$ cat src/design/command_frame_deframer_crc16_unit_assert.svh
// ----------------------------------------------------------------------------
// Assertion macros for the command frame deframer
// Shared concurrent assertion forms, clocked on clk, disabled in reset.
// ----------------------------------------------------------------------------
`ifndef COMMAND_FRAME_DEFRAMER_CRC16_UNIT_ASSERT_SVH
`define COMMAND_FRAME_DEFRAMER_CRC16_UNIT_ASSERT_SVH

// same-cycle implication
`define CFDC_ASSERT_IMP(lbl, ante, cons) \
	lbl: assert property (@(posedge clk) disable iff (!arst_n) (ante) |-> (cons)) \
		else $error("cfdc same-cycle check failed");

// next-cycle implication
`define CFDC_ASSERT_NXT(lbl, ante, cons) \
	lbl: assert property (@(posedge clk) disable iff (!arst_n) (ante) |=> (cons)) \
		else $error("cfdc next-cycle check failed");

`endif

$ cat src/design/cfdc_pkg.sv
// ----------------------------------------------------------------------------
// cfdc_pkg
// Types, codes and the CRC-16 byte update shared by the deframer modules.
// ----------------------------------------------------------------------------
package cfdc_pkg;

	localparam int MAX_ARGS_DEF = 32;
	localparam int CNT_W        = 6;
	localparam int JOB_DEPTH    = 2;
	localparam int CFG_IDX_W    = 2;

	localparam logic [31:0] HEADER_RESET     = 32'hEB90_5B6A;
	localparam logic [31:0] FOOTER_RESET     = 32'hC5A4_D279;
	localparam logic [5:0]  ARGC_LIMIT_RESET = 6'd32;
	localparam logic [15:0] CRC_POLY         = 16'h8408;

	localparam logic [CFG_IDX_W-1:0] CFG_HEADER     = 2'd0;
	localparam logic [CFG_IDX_W-1:0] CFG_FOOTER     = 2'd1;
	localparam logic [CFG_IDX_W-1:0] CFG_ARGC_LIMIT = 2'd2;

	localparam logic [1:0] KIND_SUMMARY = 2'd0;
	localparam logic [1:0] KIND_ARG     = 2'd1;
	localparam logic [1:0] KIND_ERROR   = 2'd2;

	localparam logic [2:0] ERR_SHORT  = 3'd0;
	localparam logic [2:0] ERR_HEADER = 3'd1;
	localparam logic [2:0] ERR_COUNT  = 3'd2;
	localparam logic [2:0] ERR_CRC    = 3'd3;
	localparam logic [2:0] ERR_FOOTER = 3'd4;

	typedef enum logic [2:0] {
		PH_HEADER,
		PH_CODE,
		PH_ARGS,
		PH_TAIL,
		PH_HOLD
	} phase_t;

	typedef enum logic [1:0] {
		BK_IDLE,
		BK_READ,
		BK_LOAD
	} back_state_t;

	// one decided frame, handed from parser to emitter
	typedef struct packed {
		logic             is_err;
		logic [2:0]       err_code;
		logic [15:0]      code;
		logic [CNT_W-1:0] count;
	} job_t;

	typedef struct packed {
		logic [1:0]       kind;
		logic [15:0]      code;
		logic [CNT_W-1:0] count;
		logic [4:0]       index;
		logic [31:0]      value;
		logic [2:0]       err_code;
		logic             last;
	} result_t;

	// reflected CRC-16, one byte
	function automatic logic [15:0] crc16_byte(input logic [15:0] crc, input logic [7:0] b);
		logic [15:0] c;
		c = crc ^ {8'h00, b};
		for (int k = 0; k < 8; k++) begin
			c = c[0] ? ((c >> 1) ^ CRC_POLY) : (c >> 1);
		end
		return c;
	endfunction

endpackage

$ cat src/design/command_frame_deframer_crc16_unit.sv
// ----------------------------------------------------------------------------
// command_frame_deframer_crc16_unit
// Sync-word framed command deframer with CRC-16 (reflected 0x8408, init 0).
// ----------------------------------------------------------------------------
// Input channel: one byte of the received buffer per request (rx_byte), with
// buffer_end on the last byte, handshaken by in_valid / in_stall.
// Output channel: one result per request (kind, command_code, arg_count,
// arg_index, arg_value, error_code, last), handshaken by out_valid / out_stall.
// Config channel: cfg_valid / cfg_ready with cfg_index 0 header, 1 footer,
// 2 argument count limit; cfg_ready is always high. Write only while idle.
// Throughput: the parser takes one byte per cycle while in_stall is low. A
// decided frame is queued (two deep) to the emitter; its first result goes
// through the queue entry, then the output register. The summary or error is
// a single output register load, each argument an argument RAM read, then an
// output register load. Argument bytes of the next frame are held off while a
// replay is queued or running, and any byte is held off while the queue is full.
// Reset clears parser, queue and emitter; registers return to defaults. The
// argument RAM is not cleared. A stalled output holds its result and the
// parser keeps running until the queue fills.
// ----------------------------------------------------------------------------
module command_frame_deframer_crc16_unit #(
	parameter int MAX_ARGS = cfdc_pkg::MAX_ARGS_DEF
) (
	input  logic                          clk,
	input  logic                          arst_n,
	input  logic                          in_valid,
	output logic                          in_stall,
	input  logic [7:0]                    rx_byte,
	input  logic                          buffer_end,
	output logic                          out_valid,
	input  logic                          out_stall,
	output logic [1:0]                    kind,
	output logic [15:0]                   command_code,
	output logic [5:0]                    arg_count,
	output logic [4:0]                    arg_index,
	output logic [31:0]                   arg_value,
	output logic [2:0]                    error_code,
	output logic                          last,
	input  logic                          cfg_valid,
	output logic                          cfg_ready,
	input  logic [cfdc_pkg::CFG_IDX_W-1:0] cfg_index,
	input  logic [31:0]                   cfg_data
);

	`include "command_frame_deframer_crc16_unit_assert.svh"

	localparam int AW = (MAX_ARGS > 1) ? $clog2(MAX_ARGS) : 1;

	logic [31:0]       header_q;
	logic [31:0]       footer_q;
	logic [5:0]        argc_limit_q;
	logic              job_push, job_pop, job_full, job_empty;
	cfdc_pkg::job_t    job_in, job_head;
	logic              back_busy, arg_busy;
	logic              ram_we, ram_re;
	logic [AW-1:0]     ram_waddr, ram_raddr;
	logic [31:0]       ram_wdata, ram_rdata;
	cfdc_pkg::result_t result;

	assign cfg_ready = 1'b1;
	assign arg_busy  = back_busy || !job_empty;

	always_ff @(posedge clk or negedge arst_n) begin
		if (!arst_n) begin
			header_q     <= cfdc_pkg::HEADER_RESET;
			footer_q     <= cfdc_pkg::FOOTER_RESET;
			argc_limit_q <= cfdc_pkg::ARGC_LIMIT_RESET;
		end else if (cfg_valid && cfg_ready) begin
			unique case (cfg_index)
				cfdc_pkg::CFG_HEADER:     header_q     <= cfg_data;
				cfdc_pkg::CFG_FOOTER:     footer_q     <= cfg_data;
				cfdc_pkg::CFG_ARGC_LIMIT: argc_limit_q <= cfg_data[5:0];
				default: begin
				end
			endcase
		end
	end

	cfdc_front #(.MAX_ARGS(MAX_ARGS)) u_front (
		.clk         (clk),
		.arst_n      (arst_n),
		.in_valid    (in_valid),
		.in_stall    (in_stall),
		.rx_byte     (rx_byte),
		.buffer_end  (buffer_end),
		.header_word (header_q),
		.footer_word (footer_q),
		.argc_limit  (argc_limit_q),
		.job_full    (job_full),
		.arg_busy    (arg_busy),
		.job_push    (job_push),
		.job_data    (job_in),
		.ram_we      (ram_we),
		.ram_waddr   (ram_waddr),
		.ram_wdata   (ram_wdata)
	);

	cfdc_ram #(.WIDTH(32), .DEPTH(MAX_ARGS)) u_arg_ram (
		.clk   (clk),
		.we    (ram_we),
		.waddr (ram_waddr),
		.wdata (ram_wdata),
		.re    (ram_re),
		.raddr (ram_raddr),
		.rdata (ram_rdata)
	);

	cfdc_job_fifo u_job_fifo (
		.clk       (clk),
		.arst_n    (arst_n),
		.push      (job_push),
		.push_data (job_in),
		.pop       (job_pop),
		.head      (job_head),
		.full      (job_full),
		.empty     (job_empty)
	);

	cfdc_back #(.MAX_ARGS(MAX_ARGS)) u_back (
		.clk       (clk),
		.arst_n    (arst_n),
		.job_valid (!job_empty),
		.job_head  (job_head),
		.job_pop   (job_pop),
		.busy      (back_busy),
		.ram_re    (ram_re),
		.ram_raddr (ram_raddr),
		.ram_rdata (ram_rdata),
		.out_valid (out_valid),
		.out_stall (out_stall),
		.result    (result)
	);

	assign kind         = result.kind;
	assign command_code = result.code;
	assign arg_count    = result.count;
	assign arg_index    = result.index;
	assign arg_value    = result.value;
	assign error_code   = result.err_code;
	assign last         = result.last;

	// parser must never overwrite arguments still queued for replay
	`CFDC_ASSERT_IMP(a_no_store_during_replay, ram_we, !arg_busy)
	`CFDC_ASSERT_IMP(a_no_push_when_full, job_push, !job_full)
	`CFDC_ASSERT_IMP(a_no_pop_when_empty, job_pop, !job_empty)
	`CFDC_ASSERT_NXT(a_replay_follows_summary,
		job_pop && !job_head.is_err && job_head.count != '0, back_busy)

endmodule

$ cat src/design/cfdc_ram.sv
// ----------------------------------------------------------------------------
// cfdc_ram
// Generic single-write, single-read RAM with registered read data.
// ----------------------------------------------------------------------------
module cfdc_ram #(
	parameter int WIDTH = 32,
	parameter int DEPTH = 32
) (
	input  logic                                      clk,
	input  logic                                      we,
	input  logic [((DEPTH > 1) ? $clog2(DEPTH) : 1)-1:0] waddr,
	input  logic [WIDTH-1:0]                          wdata,
	input  logic                                      re,
	input  logic [((DEPTH > 1) ? $clog2(DEPTH) : 1)-1:0] raddr,
	output logic [WIDTH-1:0]                          rdata
);

	logic [WIDTH-1:0] mem_q [DEPTH];

	always_ff @(posedge clk) begin
		if (we) begin
			mem_q[waddr] <= wdata;
		end
		if (re) begin
			rdata <= mem_q[raddr];
		end
	end

endmodule

$ cat src/design/cfdc_front.sv
// ----------------------------------------------------------------------------
// cfdc_front
// Byte parser: header/code/count checks, CRC, argument capture, tail checks.
// Pushes one job per decided frame or short buffer.
// ----------------------------------------------------------------------------
module cfdc_front #(
	parameter int MAX_ARGS = cfdc_pkg::MAX_ARGS_DEF
) (
	input  logic                                            clk,
	input  logic                                            arst_n,
	input  logic                                            in_valid,
	output logic                                            in_stall,
	input  logic [7:0]                                      rx_byte,
	input  logic                                            buffer_end,
	input  logic [31:0]                                     header_word,
	input  logic [31:0]                                     footer_word,
	input  logic [5:0]                                      argc_limit,
	input  logic                                            job_full,
	input  logic                                            arg_busy,
	output logic                                            job_push,
	output cfdc_pkg::job_t                                  job_data,
	output logic                                            ram_we,
	output logic [((MAX_ARGS > 1) ? $clog2(MAX_ARGS) : 1)-1:0] ram_waddr,
	output logic [31:0]                                     ram_wdata
);

	localparam int AW = (MAX_ARGS > 1) ? $clog2(MAX_ARGS) : 1;

	cfdc_pkg::phase_t              phase_q, phase_n;
	logic [7:0]                    pos_q, pos_n;
	logic [15:0]                   crc_q, crc_n;
	logic [31:0]                   shift_q, shift_n;
	logic [15:0]                   code_q, code_n;
	logic [cfdc_pkg::CNT_W-1:0]    count_q, count_n;
	logic                          skip_q, skip_n;
	logic                          accept;
	logic                          decided;
	logic [31:0]                   shifted;
	logic [15:0]                   crc_byte;

	// argument bytes wait while a replay is queued or running; all bytes wait while the queue is full
	assign in_stall = job_full || (phase_q == cfdc_pkg::PH_ARGS && !skip_q && arg_busy);
	assign accept   = in_valid && !in_stall;
	assign shifted  = {shift_q[23:0], rx_byte};
	assign crc_byte = cfdc_pkg::crc16_byte(crc_q, rx_byte);

	assign ram_waddr = pos_q[2 +: AW];
	assign ram_wdata = shifted;

	always_comb begin
		phase_n  = phase_q;
		pos_n    = pos_q;
		crc_n    = crc_q;
		shift_n  = shift_q;
		code_n   = code_q;
		count_n  = count_q;
		skip_n   = skip_q;
		job_push = 1'b0;
		job_data = '0;
		ram_we   = 1'b0;
		decided  = 1'b0;

		if (accept) begin
			if (skip_q) begin
				if (buffer_end) begin
					phase_n = cfdc_pkg::PH_HEADER;
					pos_n   = '0;
					crc_n   = '0;
					shift_n = '0;
					code_n  = '0;
					count_n = '0;
					skip_n  = 1'b0;
				end
			end else begin
				shift_n = shifted;
				unique case (phase_q)
					cfdc_pkg::PH_HEADER: begin
						crc_n = crc_byte;
						pos_n = pos_q + 8'd1;
						if (pos_q == 8'd3) begin
							shift_n = '0;
							if (shifted != header_word) begin
								code_n  = {13'd0, cfdc_pkg::ERR_HEADER};
								phase_n = cfdc_pkg::PH_HOLD;
							end else begin
								phase_n = cfdc_pkg::PH_CODE;
							end
						end
					end
					cfdc_pkg::PH_CODE: begin
						crc_n = crc_byte;
						pos_n = pos_q + 8'd1;
						if (pos_q == 8'd5) begin
							code_n  = shifted[15:0];
							shift_n = '0;
						end else if (pos_q == 8'd7) begin
							shift_n = '0;
							if (shifted[15:0] > {10'd0, argc_limit}
									|| shifted[15:0] > 16'(MAX_ARGS)) begin
								code_n  = {13'd0, cfdc_pkg::ERR_COUNT};
								phase_n = cfdc_pkg::PH_HOLD;
							end else begin
								count_n = shifted[cfdc_pkg::CNT_W-1:0];
								phase_n = (shifted[15:0] == 16'd0) ?
									cfdc_pkg::PH_TAIL : cfdc_pkg::PH_ARGS;
								pos_n   = '0;
							end
						end
					end
					cfdc_pkg::PH_HOLD: begin
						pos_n = pos_q + 8'd1;
						// held error waits for the twelfth byte of the buffer
						if (pos_q >= 8'd11) begin
							job_push          = 1'b1;
							job_data.is_err   = 1'b1;
							job_data.err_code = code_q[2:0];
							decided           = 1'b1;
						end
					end
					cfdc_pkg::PH_ARGS: begin
						crc_n = crc_byte;
						if (pos_q[1:0] == 2'd3) begin
							ram_we  = 1'b1;
							shift_n = '0;
						end
						if ({1'b0, pos_q} + 9'd1 >= {1'b0, count_q, 2'b00}) begin
							phase_n = cfdc_pkg::PH_TAIL;
							pos_n   = '0;
						end else begin
							pos_n = pos_q + 8'd1;
						end
					end
					cfdc_pkg::PH_TAIL: begin
						pos_n = pos_q + 8'd1;
						if (pos_q == 8'd1) begin
							// from here on crc_q holds the mismatch flag
							crc_n   = {15'd0, shifted[15:0] != crc_q};
							shift_n = '0;
						end else if (pos_q == 8'd5) begin
							job_push = 1'b1;
							decided  = 1'b1;
							if (crc_q != 16'd0) begin
								job_data.is_err   = 1'b1;
								job_data.err_code = cfdc_pkg::ERR_CRC;
							end else if (shifted != footer_word) begin
								job_data.is_err   = 1'b1;
								job_data.err_code = cfdc_pkg::ERR_FOOTER;
							end else begin
								job_data.code  = code_q;
								job_data.count = count_q;
							end
						end
					end
					default: begin
						phase_n = cfdc_pkg::PH_HEADER;
					end
				endcase

				if (decided) begin
					if (buffer_end) begin
						phase_n = cfdc_pkg::PH_HEADER;
						pos_n   = '0;
						crc_n   = '0;
						shift_n = '0;
						code_n  = '0;
						count_n = '0;
					end else begin
						skip_n = 1'b1;
					end
				end else if (buffer_end) begin
					job_push          = 1'b1;
					job_data          = '0;
					job_data.is_err   = 1'b1;
					job_data.err_code = cfdc_pkg::ERR_SHORT;
					phase_n = cfdc_pkg::PH_HEADER;
					pos_n   = '0;
					crc_n   = '0;
					shift_n = '0;
					code_n  = '0;
					count_n = '0;
				end
			end
		end
	end

	always_ff @(posedge clk or negedge arst_n) begin
		if (!arst_n) begin
			phase_q <= cfdc_pkg::PH_HEADER;
			pos_q   <= '0;
			crc_q   <= '0;
			shift_q <= '0;
			code_q  <= '0;
			count_q <= '0;
			skip_q  <= 1'b0;
		end else begin
			phase_q <= phase_n;
			pos_q   <= pos_n;
			crc_q   <= crc_n;
			shift_q <= shift_n;
			code_q  <= code_n;
			count_q <= count_n;
			skip_q  <= skip_n;
		end
	end

endmodule

$ cat src/design/cfdc_job_fifo.sv
// ----------------------------------------------------------------------------
// cfdc_job_fifo
// Short queue of decided frames between parser and emitter.
// ----------------------------------------------------------------------------
module cfdc_job_fifo (
	input  logic           clk,
	input  logic           arst_n,
	input  logic           push,
	input  cfdc_pkg::job_t push_data,
	input  logic           pop,
	output cfdc_pkg::job_t head,
	output logic           full,
	output logic           empty
);

	localparam int PW = (cfdc_pkg::JOB_DEPTH > 1) ? $clog2(cfdc_pkg::JOB_DEPTH) : 1;
	localparam int CW = $clog2(cfdc_pkg::JOB_DEPTH + 1);

	cfdc_pkg::job_t entry_q [cfdc_pkg::JOB_DEPTH];
	logic [PW-1:0]  wr_q, rd_q;
	logic [CW-1:0]  cnt_q;

	assign head  = entry_q[rd_q];
	assign full  = (cnt_q == CW'(cfdc_pkg::JOB_DEPTH));
	assign empty = (cnt_q == '0);

	always_ff @(posedge clk) begin
		if (push) begin
			entry_q[wr_q] <= push_data;
		end
	end

	always_ff @(posedge clk or negedge arst_n) begin
		if (!arst_n) begin
			wr_q  <= '0;
			rd_q  <= '0;
			cnt_q <= '0;
		end else begin
			if (push) begin
				wr_q <= (wr_q == PW'(cfdc_pkg::JOB_DEPTH - 1)) ? '0 : wr_q + PW'(1);
			end
			if (pop) begin
				rd_q <= (rd_q == PW'(cfdc_pkg::JOB_DEPTH - 1)) ? '0 : rd_q + PW'(1);
			end
			if (push && !pop) begin
				cnt_q <= cnt_q + CW'(1);
			end else if (pop && !push) begin
				cnt_q <= cnt_q - CW'(1);
			end
		end
	end

endmodule

$ cat src/design/cfdc_back.sv
// ----------------------------------------------------------------------------
// cfdc_back
// Result emitter: one error or summary request per job, then, for a summary
// with arguments, replays the stored arguments through the output register.
// ----------------------------------------------------------------------------
module cfdc_back #(
	parameter int MAX_ARGS = cfdc_pkg::MAX_ARGS_DEF
) (
	input  logic                                            clk,
	input  logic                                            arst_n,
	input  logic                                            job_valid,
	input  cfdc_pkg::job_t                                  job_head,
	output logic                                            job_pop,
	output logic                                            busy,
	output logic                                            ram_re,
	output logic [((MAX_ARGS > 1) ? $clog2(MAX_ARGS) : 1)-1:0] ram_raddr,
	input  logic [31:0]                                     ram_rdata,
	output logic                                            out_valid,
	input  logic                                            out_stall,
	output cfdc_pkg::result_t                               result
);

	localparam int AW = (MAX_ARGS > 1) ? $clog2(MAX_ARGS) : 1;

	cfdc_pkg::back_state_t      state_q, state_n;
	logic [cfdc_pkg::CNT_W-1:0] idx_q, idx_n;
	logic [cfdc_pkg::CNT_W-1:0] cnt_q, cnt_n;
	logic [15:0]                code_q, code_n;
	logic                       out_valid_q;
	cfdc_pkg::result_t          out_q, out_n;
	logic                       load;
	logic                       out_free;
	logic                       last_arg;

	assign out_free  = !out_valid_q || !out_stall;
	assign last_arg  = (cfdc_pkg::CNT_W'(idx_q + 1'b1) == cnt_q);
	assign busy      = (state_q != cfdc_pkg::BK_IDLE);
	assign ram_raddr = idx_q[AW-1:0];
	assign out_valid = out_valid_q;
	assign result    = out_q;

	always_comb begin
		state_n = state_q;
		unique case (state_q)
			cfdc_pkg::BK_IDLE: begin
				if (job_valid && out_free && !job_head.is_err && job_head.count != '0) begin
					state_n = cfdc_pkg::BK_READ;
				end
			end
			cfdc_pkg::BK_READ: begin
				state_n = cfdc_pkg::BK_LOAD;
			end
			cfdc_pkg::BK_LOAD: begin
				if (out_free) begin
					state_n = last_arg ? cfdc_pkg::BK_IDLE : cfdc_pkg::BK_READ;
				end
			end
			default: begin
				state_n = cfdc_pkg::BK_IDLE;
			end
		endcase
	end

	always_comb begin
		job_pop = 1'b0;
		ram_re  = 1'b0;
		load    = 1'b0;
		out_n   = out_q;
		idx_n   = idx_q;
		cnt_n   = cnt_q;
		code_n  = code_q;
		unique case (state_q)
			cfdc_pkg::BK_IDLE: begin
				if (job_valid && out_free) begin
					job_pop = 1'b1;
					load    = 1'b1;
					out_n   = '0;
					out_n.last = 1'b1;
					if (job_head.is_err) begin
						out_n.kind     = cfdc_pkg::KIND_ERROR;
						out_n.err_code = job_head.err_code;
					end else begin
						out_n.kind  = cfdc_pkg::KIND_SUMMARY;
						out_n.code  = job_head.code;
						out_n.count = job_head.count;
						out_n.last  = (job_head.count == '0);
						code_n      = job_head.code;
						cnt_n       = job_head.count;
						idx_n       = '0;
					end
				end
			end
			cfdc_pkg::BK_READ: begin
				ram_re = 1'b1;
			end
			cfdc_pkg::BK_LOAD: begin
				if (out_free) begin
					load        = 1'b1;
					out_n.kind  = cfdc_pkg::KIND_ARG;
					out_n.code  = code_q;
					out_n.count = cnt_q;
					out_n.index = idx_q[4:0];
					out_n.value = ram_rdata;
					out_n.err_code = cfdc_pkg::ERR_SHORT;
					out_n.last  = last_arg;
					idx_n       = cfdc_pkg::CNT_W'(idx_q + 1'b1);
				end
			end
			default: begin
				load = 1'b0;
			end
		endcase
	end

	always_ff @(posedge clk or negedge arst_n) begin
		if (!arst_n) begin
			state_q     <= cfdc_pkg::BK_IDLE;
			out_valid_q <= 1'b0;
			idx_q       <= '0;
			cnt_q       <= '0;
		end else begin
			state_q <= state_n;
			idx_q   <= idx_n;
			cnt_q   <= cnt_n;
			if (load) begin
				out_valid_q <= 1'b1;
			end else if (!out_stall) begin
				out_valid_q <= 1'b0;
			end
		end
	end

	always_ff @(posedge clk) begin
		code_q <= code_n;
		if (load) begin
			out_q <= out_n;
		end
	end

endmodule

$ cat config.mk
export PLATFORM = sky130hd
export DESIGN_NAME = command_frame_deframer_crc16_unit
export DESIGN_NICKNAME = d
export VERILOG_FILES = /design/src/design/cfdc_pkg.sv /design/src/design/command_frame_deframer_crc16_unit.sv /design/src/design/cfdc_ram.sv /design/src/design/cfdc_front.sv /design/src/design/cfdc_job_fifo.sv /design/src/design/cfdc_back.sv
export VERILOG_INCLUDE_DIRS = /design/src /design/src/design
export SDC_FILE = /design/constraint.sdc
export NUM_CORES = 1
export LEC_CHECK = 0
export BUFFER_PORTS_ARGS = -buffer_cell sky130_fd_sc_hd__buf_2
export CORE_MARGIN = 2
export CORE_UTILIZATION = 40
export CTS_CLUSTER_DIAMETER = 50
export DETAILED_ROUTE_END_ITERATION = 8
export PLACE_DENSITY = 0.61
export SLEW_MARGIN = 25
export SYNTH_ARGS = -nofsm -noshare
export SYNTH_HDL_FRONTEND = slang
export SYNTH_SLANG_ARGS = --single-unit
$ cat constraint.sdc
create_clock -name clk -period 4.75 [get_ports clk]
set_clock_uncertainty 0.15 [all_clocks]
set_input_delay 0.95 -clock clk [delete_from_list [all_inputs] [get_ports clk]]
set_output_delay 0.95 -clock clk [all_outputs]
set_load 0.05 [all_outputs]
Word-level counts from Yosys, hierarchy flattened
Memory sizes are Yosys's and may differ from the RTL's. A register that Yosys moved wholly into a read port is not among the register bits. Index checks and enable logic that the tools add are counted.

Word-level logic and storage cells: 251. Register bits after elaboration: 244. Bits in writable memories: 1076. Bits of input ports: 48. Output and inout port bits: 68. Memories kept: 2.

Memory list: u_arg_ram.mem_q (words 32, width 32, read ports 1, clocked after memory_dff 1, wr ports 1, line cfdc_ram.sv:18) `logic [WIDTH-1:0] mem_q [DEPTH];`; u_job_fifo.entry_q (words 2, width 26, read ports 1, clocked after memory_dff 0, wr ports 1, line cfdc_job_fifo.sv:19) `cfdc_pkg::job_t entry_q [cfdc_pkg::JOB_DEPTH];`.

Multiplexer cells: 116. Add/sub/neg operators: 7. Equal/unequal tests: 35. Reductions and logical operators: 52. Bitwise operators: 10. Magnitude comparators: 4.

Operators by type and width (number): $mux 16 (19); $mux 24 (8); $mux 26 (6); $mux 65 (2); $pmux 65 s2 (1); $pmux 24 s4 (1); $mux 22 (4); $ne 32x32->1 (2); $pmux 16 s2 (2); $mux 6 (10); $mux 8 (7); $mux 1 (31); $mux 3 (10); $not 2->3 (8); $pmux 8 s3 (1); $eq 8x3->1 const B (2); $gt 16x6->1 (1); $gt 16x6->1 const B (1); $logic_not 16->1 (1); $ne 16x16->1 (1); $reduce_bool 16->1 (1); $xor 16x8->16 (1); $reduce_and 7->1 (2); $mux 4 (3); 44 further kinds (99).

Longest topological paths before layout
Gate-level depths: netlist (run 1).

Word-level depth: 20. Gate-level depth with buffers: 12. Mapped depth without buffers: 12.

Modules after synthesis
From an unflattened synthesis (run 1), not the netlist that was laid out.

Cell total of the unflattened synthesis: 3378. Area, all modules: 54999.0 um2.

Modules (own cells, without submodules): cfdc_ram (sequential area each 31710.4 um2, times used 1, cells each 2260, area each 40812.9 um2); cfdc_front (sequential area each 1851.8 um2, times used 1, cells each 584, area each 5330.1 um2); cfdc_back (sequential area each 2807.7 um2, times used 1, cells each 284, area each 3987.6 um2); command_frame_deframer_crc16_unit (sequential area each 1794.2 um2, times used 1, cells each 153, area each 2705.1 um2); cfdc_job_fifo (sequential area each 1661.6 um2, times used 1, cells each 97, area each 2163.3 um2).

Least setup slack after synthesis (run 1)
Ideal clock, no wire load.

Kind: input-to-reg. Start: input out_stall. End: register u_back.out_q (netlist bit u_back.result[0]), enable pin. Setup slack: 0.227 ns. Buffers on the path: 0. Stages on the path: 3. Required time: 4.112 ns. Library setup time: 0.488 ns. Data arrival time: 3.885 ns. Cells stage by stage: nand2_1 > nand2b_1 > nor2_1.

Cells in the longest elaborated chain, start to end: 6. Elaborated cells on any way between the ends: 9. Those cells by class: 2 x eq/ne; 3 x mux; 4 x reduce/logical.

Ends and longest elaborated chain: start: declaration (line command_frame_deframer_crc16_unit.sv:31) `input logic out_stall,`; $logic_not 1->1 * (line cfdc_back.sv:35) `assign out_free = !out_valid_q || !out_stall;`; $logic_or 1x1->1 * (line cfdc_back.sv:35); $logic_and 1x1->1 (line cfdc_back.sv:74) `if (job_valid && out_free) begin`; $mux 1 (line cfdc_back.sv:74); $pmux 1 s2 (line cfdc_back.sv:72) `unique case (state_q)`; $reduce_and 4->1 (no source line) *; end signal: assignment (line cfdc_back.sv:136) `out_q <= out_n;`; end: declaration (line cfdc_back.sv:30) `cfdc_pkg::result_t out_q, out_n;`.

Every way passes the cells marked *; elsewhere a longest branch is shown, timed or not. A chain may end at the register's enable or synchronous reset.

Final worst setup path (run 1)
Start: register u_front.phase_q[0]. End: output in_stall.

Cells in the longest elaborated chain, start to end: 4.

Ends and longest elaborated chain: start: declaration (line cfdc_front.sv:29) `cfdc_pkg::phase_t phase_q, phase_n;`; start signal: assignment (line cfdc_front.sv:188) `phase_q <= cfdc_pkg::PH_HEADER;`; start signal: assignment (line cfdc_front.sv:196) `phase_q <= phase_n;`; $eq 3x2->1 (line cfdc_front.sv:42) `assign in_stall = job_full || (phase_q == cfdc_pkg::PH_ARGS && !skip_q && arg_busy);`; $logic_and 1x1->1 (2 in a row) (line cfdc_front.sv:42); $logic_or 1x1->1 (line cfdc_front.sv:42); end: declaration (line command_frame_deframer_crc16_unit.sv:27) `output logic in_stall,`.

Every way passes these cells.

==> results.sh, run 1 <==
export IMPL_status="finished clean"
export IMPL_max_clock_freq_mhz=264
export IMPL_post_drt_via_cell_ratio=5.57
export IMPL_synth_top_cell_by_area="sky130_fd_sc_hd__edfxtp_1"
export IMPL_ys_seq_elements=1352
export IMPL_power_frac_clock_pct=32.5
export IMPL_critical_path_reg2reg_endpoint="u_front.phase_q[1]$_DFFE_PN0P_"
export IMPL_tritoncts="done"
export IMPL_worst_skew_pair_late_latency_ns=0.77
export IMPL_post_route_drc_count=0
export IMPL_hold_slack_ns=0.0703
export IMPL_synth_yosys_warnings=0
export IMPL_first_pass_grt_wire_length_microns=199000
export IMPL_grt_antenna_before_repair=11
export IMPL_tns_ns=0
export IMPL_worst_endpoint_arrival_ns=2.69
export IMPL_netlist_top_cells_area="sky130_fd_sc_hd__edfxtp_1, sky130_fd_sc_hd__dfrtp_1, sky130_fd_sc_hd__mux4_2"
export IMPL_io_pins=116
export IMPL_finalCriticalPeriod_ns=3.79
export IMPL_worst_r2r_startpoint="u_front.pos_q[0]$_DFFE_PN0P_"
export IMPL_antenna_violating_nets_left=0
export IMPL_cts_sinks=1352
export IMPL_mux_cell_area_share_after_synthesis_pct=12.3
export IMPL_reg2reg_path_depth=12
export IMPL_mostFrequentLayoutCells="sky130_fd_sc_hd__edfxtp_1, sky130_fd_sc_hd__nand2_1, sky130_fd_sc_hd__mux2i_1"
export IMPL_cts_inserted_buffers=146
export IMPL_final_cell_area_excluding_filler_cells_sq_um=62200
export IMPL_cts_post_setup_buffers_inserted=0
export IMPL_cp_top_family="flip-flops"
export IMPL_groute_usage_overall_pct=19.9
export IMPL_async_reset_ff_share_pct=12.1
export IMPL_dieHeight_microns=371
export IMPL_worst_slew_pin_transition_ns=1.06
export IMPL_most_common_cell_after_layout_fill_and_taps_aside="sky130_fd_sc_hd__edfxtp_1"
export IMPL_drive_above_1_share_pct=23.7
export IMPL_die_width_microns=371
export IMPL_slew_limit_headroom_pct=29.5
export IMPL_netSwitchingFraction_pct=30.7
export IMPL_yosysUniqueCellTypes=66
export IMPL_synth_compound_area_share_pct=6.04
export IMPL_most_used_routing_layer="met2"
export IMPL_criticalPathCategory="register to output port"
export IMPL_grt_start_max_net_pins=99
export IMPL_worst_r2r_setup_slack_ns=1.08
export IMPL_clock_pin_slew_on_the_worst_setup_and_hold_paths_ns=0.06
export IMPL_synthFlopType="sky130_fd_sc_hd__edfxtp_1"
export IMPL_synth_simple_gate_area_share_pct=4.15
export IMPL_htree_levels=4
export IMPL_finalCritPeriodShare_pct=79.8
export IMPL_syn_instance_count=3133
export IMPL_cts_resized_gates=0
export IMPL_io_buffer_count=114
export IMPL_seq_area_frac_synth_pct=73.8
export IMPL_worstPathMaxFanout=17
export IMPL_synthesis_area_sq_um=54000
export IMPL_master_cell_of_the_clock_root_buffer="sky130_fd_sc_hd__clkbuf_16"
export IMPL_core_area_sq_um=134000
export IMPL_timing_max_transition_violations_final=0
export IMPL_critical_path_slowest_cell="sky130_fd_sc_hd__dfrtp_1"
export IMPL_drv_cap=0
export IMPL_finalWeightedCongestion=0.838
export IMPL_routed_wire_length_per_instance_microns=26.3
export IMPL_drtIter0Drc=3078
export IMPL_route_final_wire_length_microns=137000
export IMPL_grt_setup_unrepaired="no"
export IMPL_row_count=134
export IMPL_grt_util_met3_pct=2.60
export IMPL_cts_path_max_buffers=3
export IMPL_p_sw_uw=10600
export IMPL_synth_net_count=3198
export IMPL_area_delta_synth_final_pct=15.3
export IMPL_synth_top_area_share_pct=66.2
export IMPL_timing_critical_path_buf_inv=1
export IMPL_cellPowerDensity_nw_per_um2=557
export IMPL_power_frac_seq_pct=44.0
export IMPL_die_area_sq_um=138000
export IMPL_cts_hold_repair_buffers=0
export IMPL_global_route_overflow_total=0
export IMPL_grt_pass1_vias=29000
export IMPL_via_count=29100
export IMPL_detailed_place_hpwl_microns=83800
export IMPL_total_internal_power_uw=24000
export IMPL_drt_pass1_iterations=5
export IMPL_syn_mean_instance_area_sq_um=17.2
export IMPL_critical_path_cell_chain="or3b_4 -> o31ai_1 -> buf_2"
export IMPL_finalHoldViolCount=0
export IMPL_critPathLaunchType="register"
export IMPL_data_required_critical_path_ns=3.65
export IMPL_groute_layer_met2_usage_pct=31.8
export IMPL_setup_violations=0
export IMPL_num_nets_final=3407
export IMPL_synthXorXnorAreaFrac_pct=1.80
export IMPL_power_combinational_fraction_pct=23.4
export IMPL_grt_util_met1_pct=28.7
export IMPL_timing_critical_path_to_type="output port"
export IMPL_synth_enable_flop_cells=1189
export IMPL_combinational_family_with_the_most_area_after_synthesis="multiplexers"
export IMPL_initial_core_util_pct=40.4
export IMPL_peakVddDrop_mv=0.389
export IMPL_postPlaceCellArea_sq_um=57400
export IMPL_p_leak_uw=0.0206
export IMPL_crit_path_max_incr_delay_ns=0.58
export IMPL_post_synth_fa_ha_maj_area_fraction_pct=0.394
export IMPL_hold_class="input port to asynchronous set/reset pin"
how the worst max path moves through the flow:
| stage | end | start | depth (start not counted) | slack [ns] |
|---|---|---|---|---|
| after floorplan | u_back.result[0]$_DFFE_PP_ | out_stall | 3 | 0.23 |
| after global placement | u_front.count_q[0]$_DFFE_PN0P_ | rx_byte[4] | 9 | 0.83 |
| after detailed placement | u_front.code_q[15]$_DFFE_PN0P_ | rx_byte[4] | 9 | 0.85 |
| after CTS | in_stall | u_front.phase_q[0]$_DFFE_PN0P_ | 3 | 0.90 |
| after global routing | in_stall | u_front.phase_q[0]$_DFFE_PN0P_ | 3 | 0.88 |
| final | in_stall | u_front.phase_q[0]$_DFFE_PN0P_ | 3 | 0.96 |
flip-flops by register name (all words and copies together) (netlist names), 8 cells and up:
| register | cells |
|---|---|
| footer_q | 32 |
| u_front.pos_q | 8 |
| u_arg_ram.mem_q | 1024 |
| u_back.code_q | 16 |
| u_back.result | 65 |
| u_front.code_q | 16 |
| header_q | 32 |
| u_arg_ram.rdata | 32 |
| u_front.crc_q | 16 |
| u_job_fifo.entry_q | 52 |
| u_front.shift_q | 24 |
power groups by stage:
stage,sequential (uW),combinational [uW],clock [uW]
finish,15300,8120,11300
global route,15400,8640,11900
CTS,15300,8200,11400
detailed placement,15500,8180,0
global placement,15500,8120,0
floorplan,16500,4240,0
cells in the mapped netlist, drive strengths merged, types with 5 or more instances:
library cell	number
a21o	6
a21oi	122
a22o	39
a22oi	6
and2	61
buf	63
clkbuf	117
dfrtp	129
dfstp	34
edfxtp	1189
ha	17
inv	24
mux2	153
mux2i	202
mux4	128
nand2	205
nand2b	26
nand3	17
nand3b	6
nand4	25
nor2	76
nor2b	5
nor3	13
nor4	15
o21a	6
o21ai	136
o221ai	96
o22ai	38
o31ai	21
xnor2	96
xor2	15
area by class of cell:
cell class | instances | area [sq um]
diodes | 2 | 5.00
clock buffers | 188 | 3940
clock inverters | 72 | 810
fillers | 11300 | 71400
inverters | 24 | 90.1
multi-input cells | 1577 | 13600
flip-flops and latches | 1352 | 39800
well taps | 1768 | 2210
repair buffers | 241 | 1690
layer usage:
| metal | up-vias | wire (microns) |
|---|---|---|
| li1 | 12800 | - |
| met1 | 15100 | 60400 |
| met2 | 976 | 65900 |
| met3 | 170 | 8250 |
| met4 | 0 | 2650 |
| met5 | - | 0 |
metrics by stage:
stage	util, %	worst slack, ns	cells	power [uW]
floorplan	-	0.227	3133	20700
global placement	43.0	0.831	4962	23600
detailed placement	43.0	0.846	4962	23700
CTS	46.5	0.895	5222	34900
global route	46.5	0.881	5222	35900
finish	46.6	0.958	5224	34600
worst register-to-register path, delay by kind of cell (launching register included):
kind,cells,cell delay [ns]
adder cells (fa/ha/maj),2,0.58
AO/OA/AOI/OAI,5,1.11
flip-flops,1,0.49
AND/OR/NAND/NOR,4,0.86
multiplexers,1,0.35
logic make-up (layout without fill, tap and decap cells):
kind of cell | Yosys count | after routing
flip-flops | 1352 | 1352
AO/OA/AOI/OAI | 496 | 496
XOR/XNOR | 111 | 111
adder cells (fa/ha/maj) | 17 | 17
other | 1 | 3
AND/OR/NAND/NOR | 469 | 469
multiplexers | 483 | 483
buffers and inverters | 204 | 525
(Power assumes the default switching activity.)
==> run 2, diff against run 1 <==
- clock period: 4.75 -> 3.95 ns (I/O delays scaled with it)
==> results.sh, run 2 (synthesis gave the netlist of run 1 again) <==
export IMPL_cellPowerDensity_nw_per_um2=663
export IMPL_hold_class="input port to register"
export IMPL_status="finished clean"
export IMPL_power_frac_seq_pct=43.7
export IMPL_p_leak_uw=0.0209
export IMPL_final_cell_area_excluding_filler_cells_sq_um=63100
export IMPL_critPathLaunchType="register"
export IMPL_startpoint_of_the_most_critical_setup_path="u_front.phase_q[2]$_DFFE_PN0P_"
export IMPL_peakVddDrop_mv=0.484
export IMPL_finalCriticalPeriod_ns=3.66
export IMPL_worst_skew_pair_late_latency_ns=0.79
export IMPL_grt_antenna_before_repair=5
export IMPL_criticalPathCategory="register to output port"
export IMPL_post_route_drc_count=0
export IMPL_die_width_microns=371
export IMPL_drt_pass1_iterations=5
export IMPL_grt_pass1_vias=29800
export IMPL_postPlaceCellArea_sq_um=58100
export IMPL_critical_path_cell_chain="or3b_4 -> o31ai_1 -> buf_2"
export IMPL_finalHoldViolCount=0
export IMPL_num_nets_final=3452
export IMPL_timing_critical_path_to_type="output port"
export IMPL_mostFrequentLayoutCells="sky130_fd_sc_hd__edfxtp_1, sky130_fd_sc_hd__nand2_1, sky130_fd_sc_hd__mux2i_1"
export IMPL_via_count=29700
export IMPL_power_frac_clock_pct=32.9
export IMPL_worst_r2r_startpoint="u_front.pos_q[0]$_DFFE_PN0P_"
export IMPL_critical_path_slowest_cell="sky130_fd_sc_hd__o31ai_1"
export IMPL_worstPathMaxFanout=12
export IMPL_master_cell_of_the_clock_root_buffer="sky130_fd_sc_hd__clkbuf_16"
export IMPL_crit_path_max_incr_delay_ns=0.53
export IMPL_io_pins=116
export IMPL_p_sw_uw=12800
export IMPL_area_delta_synth_final_pct=16.9
export IMPL_grt_start_max_net_pins=77
export IMPL_tritoncts="done"
export IMPL_detailed_place_hpwl_microns=80400
export IMPL_drv_cap=0
export IMPL_drtIter0Drc=3120
export IMPL_global_route_overflow_total=0
export IMPL_routed_wire_length_per_instance_microns=26.4
export IMPL_cts_path_max_buffers=3
export IMPL_post_drt_via_cell_ratio=5.62
export IMPL_layout_filler_cells=11200
export IMPL_worst_slew_pin_transition_ns=0.828
export IMPL_groute_usage_overall_pct=20.3
export IMPL_core_area_sq_um=134000
export IMPL_die_area_sq_um=138000
export IMPL_cp_top_family="compound AO/OA/AOI/OAI gates"
export IMPL_cts_sinks=1352
export IMPL_finalWeightedCongestion=0.822
export IMPL_reg2reg_path_depth=12
export IMPL_htree_levels=4
export IMPL_whs_path_depth=2
export IMPL_cts_hold_repair_buffers=1
export IMPL_hold_endpoint="footer_q[10]$_DFFE_PN0P_"
export IMPL_most_common_cell_after_layout_fill_and_taps_aside="sky130_fd_sc_hd__edfxtp_1"
export IMPL_worst_endpoint_arrival_ns=2.72
export IMPL_first_pass_grt_wire_length_microns=202000
export IMPL_grt_setup_unrepaired="no"
export IMPL_tns_ns=0
export IMPL_cts_resized_gates=0
export IMPL_worst_r2r_setup_slack_ns=0.42
export IMPL_dieHeight_microns=371
export IMPL_data_required_critical_path_ns=3.01
export IMPL_cts_post_setup_buffers_inserted=0
export IMPL_route_final_wire_length_microns=139000
export IMPL_hp_start="cfg_data[10]"
export IMPL_finalCritPeriodShare_pct=92.8
export IMPL_row_count=134
export IMPL_setup_violations=0
export IMPL_timing_max_transition_violations_final=0
export IMPL_clock_pin_slew_on_the_worst_setup_and_hold_paths_ns=0.06
export IMPL_slew_limit_headroom_pct=44.8
export IMPL_power_combinational_fraction_pct=23.4
export IMPL_timing_critical_path_buf_inv=1
export IMPL_flip_flop_count_of_the_largest_register_after_layout=1024
export IMPL_initial_core_util_pct=40.4
export IMPL_cts_inserted_buffers=153
export IMPL_max_clock_freq_mhz=273
export IMPL_critical_path_reg2reg_endpoint="u_front.phase_q[1]$_DFFE_PN0P_"
export IMPL_drive_above_1_share_pct=24.9
export IMPL_total_internal_power_uw=29000
export IMPL_netSwitchingFraction_pct=30.6
export IMPL_antenna_violating_nets_left=0
export IMPL_max_flop_register="u_arg_ram.mem_q"
export IMPL_io_buffer_count=114
==> run 2: worst max-delay path by stage <==
| stage | slack [ns] | cells after the start | to |
|---|---|---|---|
| 6_report | 0.29 | 3 | in_stall |
| 5_1_grt | 0.21 | 12 | u_front.phase_q[1]$_DFFE_PN0P_ |
| 4_1_cts | 0.25 | 3 | in_stall |
| 3_5_place_dp | 0.23 | 9 | u_front.code_q[5]$_DFFE_PN0P_ |
| 3_3_place_gp | 0.23 | 9 | u_front.count_q[0]$_DFFE_PN0P_ |
| 2_1_floorplan | 0.36 | 5 | u_arg_ram.mem_q[22][0]$_DFFE_PP_ |
==> run 2: final cells by class <==
type | instances | area (sq um) | share of cell area [%]
sequential | 1352 | 39800 | 63.2
inverter | 24 | 90.1 | 0.143
antenna | 1 | 2.50 | 0.00397
timing repair buffer | 279 | 2390 | 3.79
tap | 1768 | 2210 | 3.51
clock buffer | 193 | 4080 | 6.47
clock inverter | 88 | 845 | 1.34
multi-input combinational | 1577 | 13600 | 21.6
==> run 2: stage by stage <==
step	total power [uW]	instances	setup WS [ns]	hold WS (ns)	util [%]
floorplan	24900	3133	0.358	0.312	-
global placement	28300	4998	0.225	0.342	43.5
detailed placement	28400	4998	0.227	0.345	43.5
CTS	42100	5280	0.249	0.0343	47.2
global route	43400	5281	0.209	0.0557	47.2
finish	41800	5282	0.285	0.0878	47.2
==> run 2: worst reg2reg max path, cell delays in order (launching register included) <==
cell                      delay [ns]
sky130_fd_sc_hd__dfrtp_1        0.48
sky130_fd_sc_hd__ha_1           0.33
sky130_fd_sc_hd__nand3_1        0.19
sky130_fd_sc_hd__or2_2          0.33
sky130_fd_sc_hd__nand2_1        0.07
sky130_fd_sc_hd__ha_1           0.21
sky130_fd_sc_hd__o21ai_0        0.07
sky130_fd_sc_hd__a31oi_1        0.06
sky130_fd_sc_hd__o41ai_1        0.50
sky130_fd_sc_hd__a32oi_1        0.21
sky130_fd_sc_hd__o21a_1         0.23
sky130_fd_sc_hd__nor2_1         0.24
sky130_fd_sc_hd__mux2_1         0.35
==> run 2: power groups by stage <==
stage                     clock network (uW)  registers (uW)  logic [uW]
after global placement                     0           18500        9740
after detailed placement                   0           18600        9830
final                                  13800           18300        9810
after CTS                              14000           18300        9860
after floorplan                            0           19800        5100
after global routing                   14600           18400       10500
==> run 2: routing by layer <==
layer | global-route usage (%) | up-vias | wire [microns]
met5 | 0 | - | 31
met4 | 6.03 | 4 | 3490
met3 | 3.85 | 214 | 9480
met2 | 33.0 | 1088 | 66900
met1 | 27.9 | 15500 | 59500
li1 | - | 12900 | -
